[config.mk]
export PLATFORM = sky130hd
export DESIGN_NAME = spi_master_byte_shifter
export DESIGN_NICKNAME = d
export VERILOG_FILES = /design/src/hdl/spims_pkg.sv /design/src/hdl/spims_core.sv /design/src/hdl/spi_master_byte_shifter.sv
export SDC_FILE = /design/constraint.sdc
export NUM_CORES = 1
export LEC_CHECK = 0
export BUFFER_PORTS_ARGS = -buffer_cell sky130_fd_sc_hd__buf_4
export CAP_MARGIN = 25
export CORE_ASPECT_RATIO = 1.4
export CORE_UTILIZATION = 45
export CTS_CLUSTER_DIAMETER = 40
export DETAILED_ROUTE_END_ITERATION = 10
export PLACE_DENSITY = 0.68
export SLEW_MARGIN = 10
export SYNTH_ARGS = -nofsm -noshare
export SYNTH_HDL_FRONTEND = slang
export SYNTH_SLANG_ARGS = --single-unit
[constraint.sdc]
create_clock -name clock -period 2.6 [get_ports clock]
set_clock_uncertainty 0.2 [all_clocks]
set_input_delay 0.13 -clock clock [delete_from_list [all_inputs] [get_ports clock]]
set_output_delay 0.13 -clock clock [all_outputs]
set_load 0.01 [all_outputs]
[src/hdl/spims_pkg.sv]
package spims_pkg;

   // configuration register indexes
   localparam logic [1:0] CSR_SCK_RATE_CODE  = 2'd0;
   localparam logic [1:0] CSR_CLOCK_POLARITY = 2'd1;
   localparam logic [1:0] CSR_MASTER_ENABLE  = 2'd2;

   localparam int unsigned CSR_INDEX_W = 2;
   localparam int unsigned CSR_DATA_W  = 3;
   localparam int unsigned REQ_TDATA_W = 16;
   localparam int unsigned RSP_TDATA_W = 16;
   localparam int unsigned RESULT_W    = 13;

   // reset values of the configuration registers
   localparam logic [2:0] RATE_CODE_RESET = 3'd3;
   localparam logic       POLARITY_RESET  = 1'b0;
   localparam logic       ENABLE_RESET    = 1'b1;

   typedef struct packed {
      logic [2:0] sck_rate_code;
      logic       clock_polarity;
      logic       master_enable;
   } csr_type;

   // one result item, sck in the lowest bit
   typedef struct packed {
      logic       write_collision;
      logic [7:0] rx_byte;
      logic       transfer_done;
      logic       busy_res;
      logic       mosi;
      logic       sck;
   } result_type;

   // serial clock half period in ticks (accepted input transactions), by rate code
   function automatic logic [6:0] half_period(input logic [2:0] code);
      logic [6:0] ticks;
      case (code)
         3'd0: ticks = 7'd2;
         3'd1: ticks = 7'd8;
         3'd2: ticks = 7'd32;
         3'd3: ticks = 7'd64;
         3'd4: ticks = 7'd1;
         3'd5: ticks = 7'd4;
         3'd6: ticks = 7'd16;
         3'd7: ticks = 7'd32;
         default: ticks = 7'd64;
      endcase
      return ticks;
   endfunction

endpackage

[src/hdl/spims_core.sv]
module spims_core
   import spims_pkg::*;
#(
   parameter int unsigned FRAME_BITS = 8
) (
   input  logic       clock,
   input  logic       reset,
   input  logic       step,
   input  logic       action,
   input  logic [7:0] tx_byte,
   input  logic       miso,
   input  csr_type    csr,
   output result_type result_in
);

   localparam int unsigned BITS_W = $clog2(FRAME_BITS + 1);
   localparam logic [BITS_W-1:0] FRAME_COUNT = BITS_W'(FRAME_BITS);

   logic [FRAME_BITS-1:0] shift_ff,   shift_in;
   logic [BITS_W-1:0]     bits_ff,    bits_in;
   logic [6:0]            count_ff,   count_in;
   logic                  clk_ff,     clk_in;
   logic                  busy_ff,    busy_in;
   logic                  done_ff,    done_in;
   logic [7:0]            rx_ff,      rx_in;
   logic                  coll_ff,    coll_in;
   logic                  mosi_ff,    mosi_in;

   logic [FRAME_BITS-1:0] frame_load;
   logic [FRAME_BITS-1:0] shift_sampled;
   logic [7:0]            rx_sampled;
   logic [6:0]            count_inc;
   logic [BITS_W-1:0]     bits_dec;
   logic                  clk_toggled;

   // frame from the send byte, zero-extended or truncated to the frame length
   // and received bits taken into the low bits of the byte
   for (genvar i = 0; i < FRAME_BITS; i++) begin : g_load
      if (i < 8) begin : g_tx
         assign frame_load[i] = tx_byte[i];
      end else begin : g_zero
         assign frame_load[i] = 1'b0;
      end
   end

   assign shift_sampled = {shift_ff[FRAME_BITS-2:0], miso};

   for (genvar i = 0; i < 8; i++) begin : g_rx
      if (i < FRAME_BITS) begin : g_bit
         assign rx_sampled[i] = shift_sampled[i];
      end else begin : g_zero
         assign rx_sampled[i] = 1'b0;
      end
   end

   assign count_inc   = count_ff + 7'd1;
   assign bits_dec    = (bits_ff != '0) ? bits_ff - BITS_W'(1) : bits_ff;
   assign clk_toggled = ~clk_ff;

   // next state for one tick
   always_comb begin
      shift_in = shift_ff;
      bits_in  = bits_ff;
      count_in = count_ff;
      clk_in   = clk_ff;
      busy_in  = busy_ff;
      done_in  = done_ff;
      rx_in    = rx_ff;
      coll_in  = coll_ff;
      mosi_in  = mosi_ff;
      if (!csr.master_enable) begin
         busy_in  = 1'b0;
         bits_in  = '0;
         count_in = '0;
         clk_in   = csr.clock_polarity;
      end else if (busy_ff) begin
         if (action) begin
            coll_in = 1'b1;
         end
         count_in = count_inc;
         if (count_inc >= half_period(csr.sck_rate_code)) begin
            count_in = '0;
            clk_in   = clk_toggled;
            if (clk_toggled != csr.clock_polarity) begin
               // leading edge: sample miso
               shift_in = shift_sampled;
               bits_in  = bits_dec;
               if (bits_dec == '0) begin
                  rx_in   = rx_sampled;
                  done_in = 1'b1;
               end
            end else begin
               // trailing edge: drive next bit or finish
               if (bits_ff == '0) begin
                  busy_in = 1'b0;
               end else begin
                  mosi_in = shift_ff[FRAME_BITS-1];
               end
            end
         end
      end else begin
         clk_in = csr.clock_polarity;
         if (action) begin
            shift_in = frame_load;
            mosi_in  = frame_load[FRAME_BITS-1];
            bits_in  = FRAME_COUNT;
            count_in = '0;
            busy_in  = 1'b1;
            done_in  = 1'b0;
            coll_in  = 1'b0;
         end
      end
   end

   // state registers, advanced once per input transaction
   always_ff @(posedge clock) begin
      if (reset) begin
         shift_ff <= '0;
         bits_ff  <= '0;
         count_ff <= '0;
         clk_ff   <= POLARITY_RESET;
         busy_ff  <= 1'b0;
         done_ff  <= 1'b0;
         rx_ff    <= '0;
         coll_ff  <= 1'b0;
         mosi_ff  <= 1'b0;
      end else if (step) begin
         shift_ff <= shift_in;
         bits_ff  <= bits_in;
         count_ff <= count_in;
         clk_ff   <= clk_in;
         busy_ff  <= busy_in;
         done_ff  <= done_in;
         rx_ff    <= rx_in;
         coll_ff  <= coll_in;
         mosi_ff  <= mosi_in;
      end
   end

   // result is the line state after this tick
   always_comb begin
      result_in.sck             = clk_in;
      result_in.mosi            = mosi_in;
      result_in.busy_res        = busy_in;
      result_in.transfer_done   = done_in;
      result_in.rx_byte         = rx_in;
      result_in.write_collision = coll_in;
   end

endmodule

[src/hdl/spi_master_byte_shifter.sv]
// output: each result is registered and appears in the cycle after its input transaction is accepted
// throughput: one tick per cycle; req_tready stays high unless the output
//    register holds a result that rsp_tready has not taken
// reset: synchronous, active high; clears the shifter state, empties the output
//    register and loads rate code 3, polarity 0 and master enable 1
module spi_master_byte_shifter
   import spims_pkg::*;
#(
   parameter int unsigned FRAME_BITS = 8
) (
   input  logic                   clock,
   input  logic                   reset,
   input  logic                   req_tvalid,
   output logic                   req_tready,
   input  logic [REQ_TDATA_W-1:0] req_tdata,  // tx_byte[7:0], miso[8], zero pad
   input  logic                   req_tuser,  // action
   output logic                   rsp_tvalid,
   input  logic                   rsp_tready,
   // sck[0], mosi[1], busy_res[2], transfer_done[3], rx_byte[11:4],
   // write_collision[12], zero pad
   output logic [RSP_TDATA_W-1:0] rsp_tdata,
   input  logic                   csr_wen,
   input  logic [CSR_INDEX_W-1:0] csr_index,
   input  logic [CSR_DATA_W-1:0]  csr_wdata
);

   csr_type    csr_ff;
   result_type result_in;
   result_type rsp_data_ff;
   logic       rsp_valid_ff;
   logic       step;

   // configuration registers
   always_ff @(posedge clock) begin
      if (reset) begin
         csr_ff.sck_rate_code  <= RATE_CODE_RESET;
         csr_ff.clock_polarity <= POLARITY_RESET;
         csr_ff.master_enable  <= ENABLE_RESET;
      end else if (csr_wen) begin
         case (csr_index)
            CSR_SCK_RATE_CODE:  csr_ff.sck_rate_code  <= csr_wdata;
            CSR_CLOCK_POLARITY: csr_ff.clock_polarity <= csr_wdata[0];
            CSR_MASTER_ENABLE:  csr_ff.master_enable  <= csr_wdata[0];
            default: ;
         endcase
      end
   end

   assign req_tready = !rsp_valid_ff || rsp_tready;
   assign step       = req_tvalid && req_tready;

   spims_core #(
      .FRAME_BITS (FRAME_BITS)
   ) u_core (
      .clock     (clock),
      .reset     (reset),
      .step      (step),
      .action    (req_tuser),
      .tx_byte   (req_tdata[7:0]),
      .miso      (req_tdata[8]),
      .csr       (csr_ff),
      .result_in (result_in)
   );

   // output register
   always_ff @(posedge clock) begin
      if (reset) begin
         rsp_valid_ff <= 1'b0;
      end else if (step) begin
         rsp_valid_ff <= 1'b1;
      end else if (rsp_tready) begin
         rsp_valid_ff <= 1'b0;
      end
   end

   always_ff @(posedge clock) begin
      if (step) begin
         rsp_data_ff <= result_in;
      end
   end

   assign rsp_tvalid = rsp_valid_ff;
   assign rsp_tdata  = {(RSP_TDATA_W - RESULT_W)'(0), rsp_data_ff};

endmodule

## Word level (Yosys, flattened, before mapping)

Memories as Yosys holds them, arrays and structs flattened. A register that Yosys moved wholly into a read port is not among the register bits.
Index checks and enable logic that the tools add are counted.

| operators by class | value |
|---|---|
| add/sub/neg operators | 2 |
| magnitude comparators | 1 |
| equal/unequal tests | 8 |
| multiplexer cells | 50 |
| bitwise logic cells | 1 |
| reductions and logical operators | 15 |

Operators by type and width:

| cell | count |
|---|---|
| $mux W8 | 9 |
| $mux W7 | 6 |
| $mux W1 | 27 |
| $mux W4 | 6 |
| $logic_not A4 Y1 | 2 |
| $reduce_and A2 Y1 | 4 |
| $add A7 B1 Y7 const B | 1 |
| $ge A7 B7 Y1 | 1 |
| $mux W3 | 2 |
| $ne A3 B3 Y1 const B | 2 |
| $reduce_and A5 Y1 | 1 |
| $ne A2 B2 Y1 const B | 2 |
| $reduce_and A4 Y1 | 1 |
| $reduce_bool A2 Y1 | 2 |
| $reduce_bool A4 Y1 | 1 |
| $sub A4 B1 Y4 const B | 1 |
| $ne A3 B2 Y1 const B | 1 |
| $eq A2 B1 Y1 const B | 1 |
| $eq A2 B2 Y1 const B | 1 |
| $logic_not A2 Y1 | 1 |
| $logic_and A1 B1 Y1 | 1 |
| $logic_not A1 Y1 | 1 |
| $logic_or A1 B1 Y1 | 1 |
| $ne A1 B1 Y1 | 1 |
| $not A1 Y1 | 1 |

| word-level totals | value |
|---|---|
| register bits after elaboration | 51 |
| ROM bits | 56 |
| bits of input ports | 27 |
| logic and storage cells | 97 |
| memories kept | 1 |

Memories:

| name | depth | bits a word | read ports | clocked after Yosys merged registers in | wr ports | RTL line | source |
|---|---|---|---|---|---|---|---|
| (no name shown) | 8 | 7 | 1 | 1 | 0 | spims_pkg.sv:38 | `case (code)` |

## Depth between registers and ports, before layout

| depth | value |
|---|---|
| word-level depth | 8 |
| gate-level depth with buffers | 12 |

## Hierarchy

From an unflattened synthesis, not the netlist that was laid out.

| second synthesis, totals | value |
|---|---|
| cell total of the unflattened synthesis | 287 |
| area, all modules | 2815.2 um2 |

By module, submodules not included:

| module | instances | cells each | area each (um2) | seq. area each (um2) |
|---|---|---|---|---|
| spims_core | 1 | 242 | 2124.5 | 640.6 |
| spi_master_byte_shifter | 1 | 45 | 690.7 | 510.5 |

## Least setup slack after synthesis

OpenSTA, ideal clock, no wires.

| timing | value |
|---|---|
| path kind | flip-flop to flip-flop |
| start | register u_core.count_ff[0] |
| end | register rsp_data_ff (netlist bit rsp_tdata[10]), data pin |
| library setup time | 0.260 ns |
| arrival | 2.278 ns |
| setup slack | -0.137 ns |
| cell stages (with the launch flop) | 12 |
| path buffers | 1 |
| cells stage by stage | dfxtp_1 ha_1 nand3_1 nor2_1 xor2_1 ha_1 a21oi_1 o21ai_0 o21bai_2 buf_4 nand3_4 mux2_2 |

RTL lines:

| element | RTL line | source |
|---|---|---|
| start: declaration | spims_core.sv:21 | `logic [6:0] count_ff, count_in;` |
| start signal: assignment | spims_core.sv:130 | `count_ff <= count_in;` |
| end signal: assignment | spi_master_byte_shifter.sv:78 | `rsp_data_ff <= result_in;` |
| end: declaration | spi_master_byte_shifter.sv:29 | `result_type rsp_data_ff;` |

==> metrics.yaml <==
clocking:
  htree_levels: 3
  cts_tree: "yes"
  clock_latency_ps: 330
  clockBufferDepth: 2
  cts.clk_slew.worst_paths_ps: 60
  cts-root-buf: "clkbuf_8"
  cts_sinks: 58
  cts_buffers: 9
power:
  powerDensity_nw_per_um2: 518.1
  peakVddDrop_mv: 0.3999
  p_total_mw: 1.970
  p_leak_nw: 1.568
setup_path:
  path_class: "flop to flop"
  startpoint_type: "flop"
  critPathBufInv: 3
  crit_family: "compound AO/OA/AOI/OAI gates"
  cp.depth: 13
  slowest_delay_ps: 360
  cp.arrival_ps: 2470
  rr_worst_depth: 13
  cp_common_cell: "o21ai_1"
  crit_path_end_kind: "flop"
  path_cells: "ha_4 > nand3_4 > nor2_2 > xor2_1 > ha_1 > a21oi_1 > o21ai_1 > o21bai_4 > buf_6 > buf_12 > buf_4 > xnor2_2 > o21ai_1"
  slowest_stage: "dfxtp_4"
  worst-path-max-fanout: 6
  cp.required_ps: 2480
synth:
  yosysTopAreaCell: "dfxtp_1"
  synth_top_area_share: 0.3151
  avgSynthCellArea_um2: 10.32
  synth-edff-count: 13
  synthFlopType: "dfxtp_1"
  seq_area_frac_synth: 0.4516
  synth_seq_cells: 58
  synth_area_leaders: "dfxtp_1 32%, edfxtp_1 14%, mux2i_1 7.4%"
  netlist_area_um2: 2859
  yosys_warnings: 0
  yosysUniqueCellTypes: 56
  synthArstFlopShare: 0
  netlist_instances: 277
die:
  rows: 34
  fp.dieW_um: 69.37
  die_h_um: 96.31
  die_area_um2: 6681
  ios: 45
  design.core.area_um2: 6168
  start_util: 0.4635
cells_and_area:
  stdcell_area_um2: 3802
  drive_gt1_frac: 0.3561
  final_nets: 382
  seqCellArea_um2: 1299
  n_antenna_cell: 0
  stdcell_count: 423
  multi_input_comb_area_um2: 1593
  areaGrowthSynthToFinish_pct: 33.00
  n_fill_cell: 516
route:
  vias: 2244
  first_pass_iters: 4
  vias_per_cell: 5.305
  routedWlPerCell_um: 14.10
  wl_mm: 5.966
  first_iter_violations: 78
  drc_errors: 0
  ant_nets: 0
timing:
  drv_slew: 0
  setup_viol: 0
  worst_pin_slew_ps: 893.0
  slew_headroom: 0.4007
  period_minus_slack_ps: 2595
  max_freq_mhz: 385.4
  finalCritPeriodShare: 0.9980
  rsz0062_at_grt: "yes"
  final_hold_viol_count: 0
grt:
  antenna_found_initial: 0
  grt_max_degree: 40
  grt_pass1_wl_mm: 9.708
  grt-ovfl-total: 0
  grt_pass1_vias: 2250
  grt_usage: 0.1862
min_path:
  hold_class: "primary input to flop"
  holdPathStages: 3
placement:
  port_buffers: 34
  placedCellCount: 386
  gp_congestion: 0.7542
  place_area_um2: 3263
  hpwl_mm: 3.943
outcome:
  status: "completed"
flow_run:
  maxCapViolations: 0
## routing by layer
layer	track usage	vias up	wire length (µm)
met5	0	-	0
met4	0.07823	0	76
met3	0.04712	8	167
met2	0.3641	33	3281
met1	0.1863	1084	2441
li1	-	1119	-
## what timing repair did
| action | CTS | global route |
|---|---|---|
| hold buffers | 15 | 0 |
| cloned | 0 | 1 |
| setup buffers | 4 | 1 |
| hold endpoints to repair | 18 | 0 |
| pin swaps | 10 | 21 |
| resized for setup | 16 | 17 |
| endpoints found under the setup margin | 31 | 40 |
## worst reg2reg max path, cell delays in order, from the launching register on
cell,delay (ps)
dfxtp_4,360
ha_4,150
nand3_4,80
nor2_2,90
xor2_1,200
ha_1,290
a21oi_1,120
o21ai_1,70
o21bai_4,210
buf_6,150
buf_12,120
buf_4,130
xnor2_2,110
o21ai_1,60
## cell type report
| class | instances | area share |
|---|---|---|
| Clock inverter | 4 | 0.004607 |
| Inverter | 16 | 0.01579 |
| Timing Repair Buffer | 71 | 0.1573 |
| Multi-Input combinational cell | 190 | 0.4189 |
| Tap cell | 72 | 0.02369 |
| Clock buffer | 12 | 0.03817 |
| Sequential cell | 58 | 0.3416 |
## cell usage after synthesis, types with 5 or more instances
library cell and number:
dfxtp_1 45, nor2_1 27, mux2i_1 21, inv_1 15, nand2_1 15, edfxtp_1 13, a21oi_1 12, nor3_1 11
ha_1 9, mux2_2 9, a211oi_2 8, a22oi_1 7, o21ai_0 7, buf_4 6, nand3_1 6, xnor2_1 5
## where the power goes
part	internal (mW)	switching [mW]	total [mW]	leakage, nW
logic	0.145	0.151	0.296	0.984
registers	0.956	0.0247	0.981	0.499
clock network	0.362	0.331	0.693	0.0852
## cell families after synthesis
kind of cell | after synthesis | share of synthesized area
muxes | 30 | 0.1090
buffers and inverters | 31 | 0.05295
other | 1 | 0.001312
AOI/OAI and AO/OA | 52 | 0.1379
adders and majority gates | 9 | 0.03939
DFF | 58 | 0.4516
and+or+nand+nor | 87 | 0.1777
xor gates and xnor gates | 9 | 0.03020
## worst paths after layout
check / start / endpoint / slack [ps]
max: u_core.count_ff[0]$_SDFFE_PP0P_ / rsp_tdata[0]$_DFFE_PP_ / 5
min: req_tdata[6] / u_core.shift_ff[6]$_SDFFE_PP0P_ / 10
max reg2reg: u_core.count_ff[0]$_SDFFE_PP0P_ / rsp_tdata[0]$_DFFE_PP_ / 5
min reg2reg: u_core.coll_ff$_SDFFE_PP0P_ / u_core.coll_ff$_SDFFE_PP0P_ / 250
## placed cells by master (no fill, tap or decap), drive strengths merged, types with 3 or more instances in the layout
| cell | count |
|---|---|
| a31oi | 4 |
| a22oi | 7 |
| nand3 | 7 |
| nand3b | 4 |
| nor2 | 29 |
| xnor2 | 5 |
| nand2b | 5 |
| buf | 56 |
| dfxtp | 45 |
| dlygate4sd3 | 15 |
| clkbuf | 12 |
| edfxtp | 13 |
| nand2 | 17 |
| ha | 9 |
| a21oi | 12 |
| a211oi | 9 |
| o21ai | 9 |
| conb | 3 |
| inv | 16 |
| clkinv | 4 |
| xor2 | 4 |
| nor3 | 13 |
| mux2 | 9 |
| mux2i | 21 |
## per-stage QoR
stage	utilization	setup TNS [ps]	worst slack (ps)	hold slack, ps
floorplan	-	0	1.104	59.35
global placement	0.5290	-724.9	-82.60	178.1
detailed placement	0.5290	-1904	-153.3	182.4
CTS	0.6002	-1.165	-1.165	1.092
global route	0.6164	-3156	-132.0	28.74
finish	0.6164	0	5.157	13.61
Power figures use the tool's default switching activity.
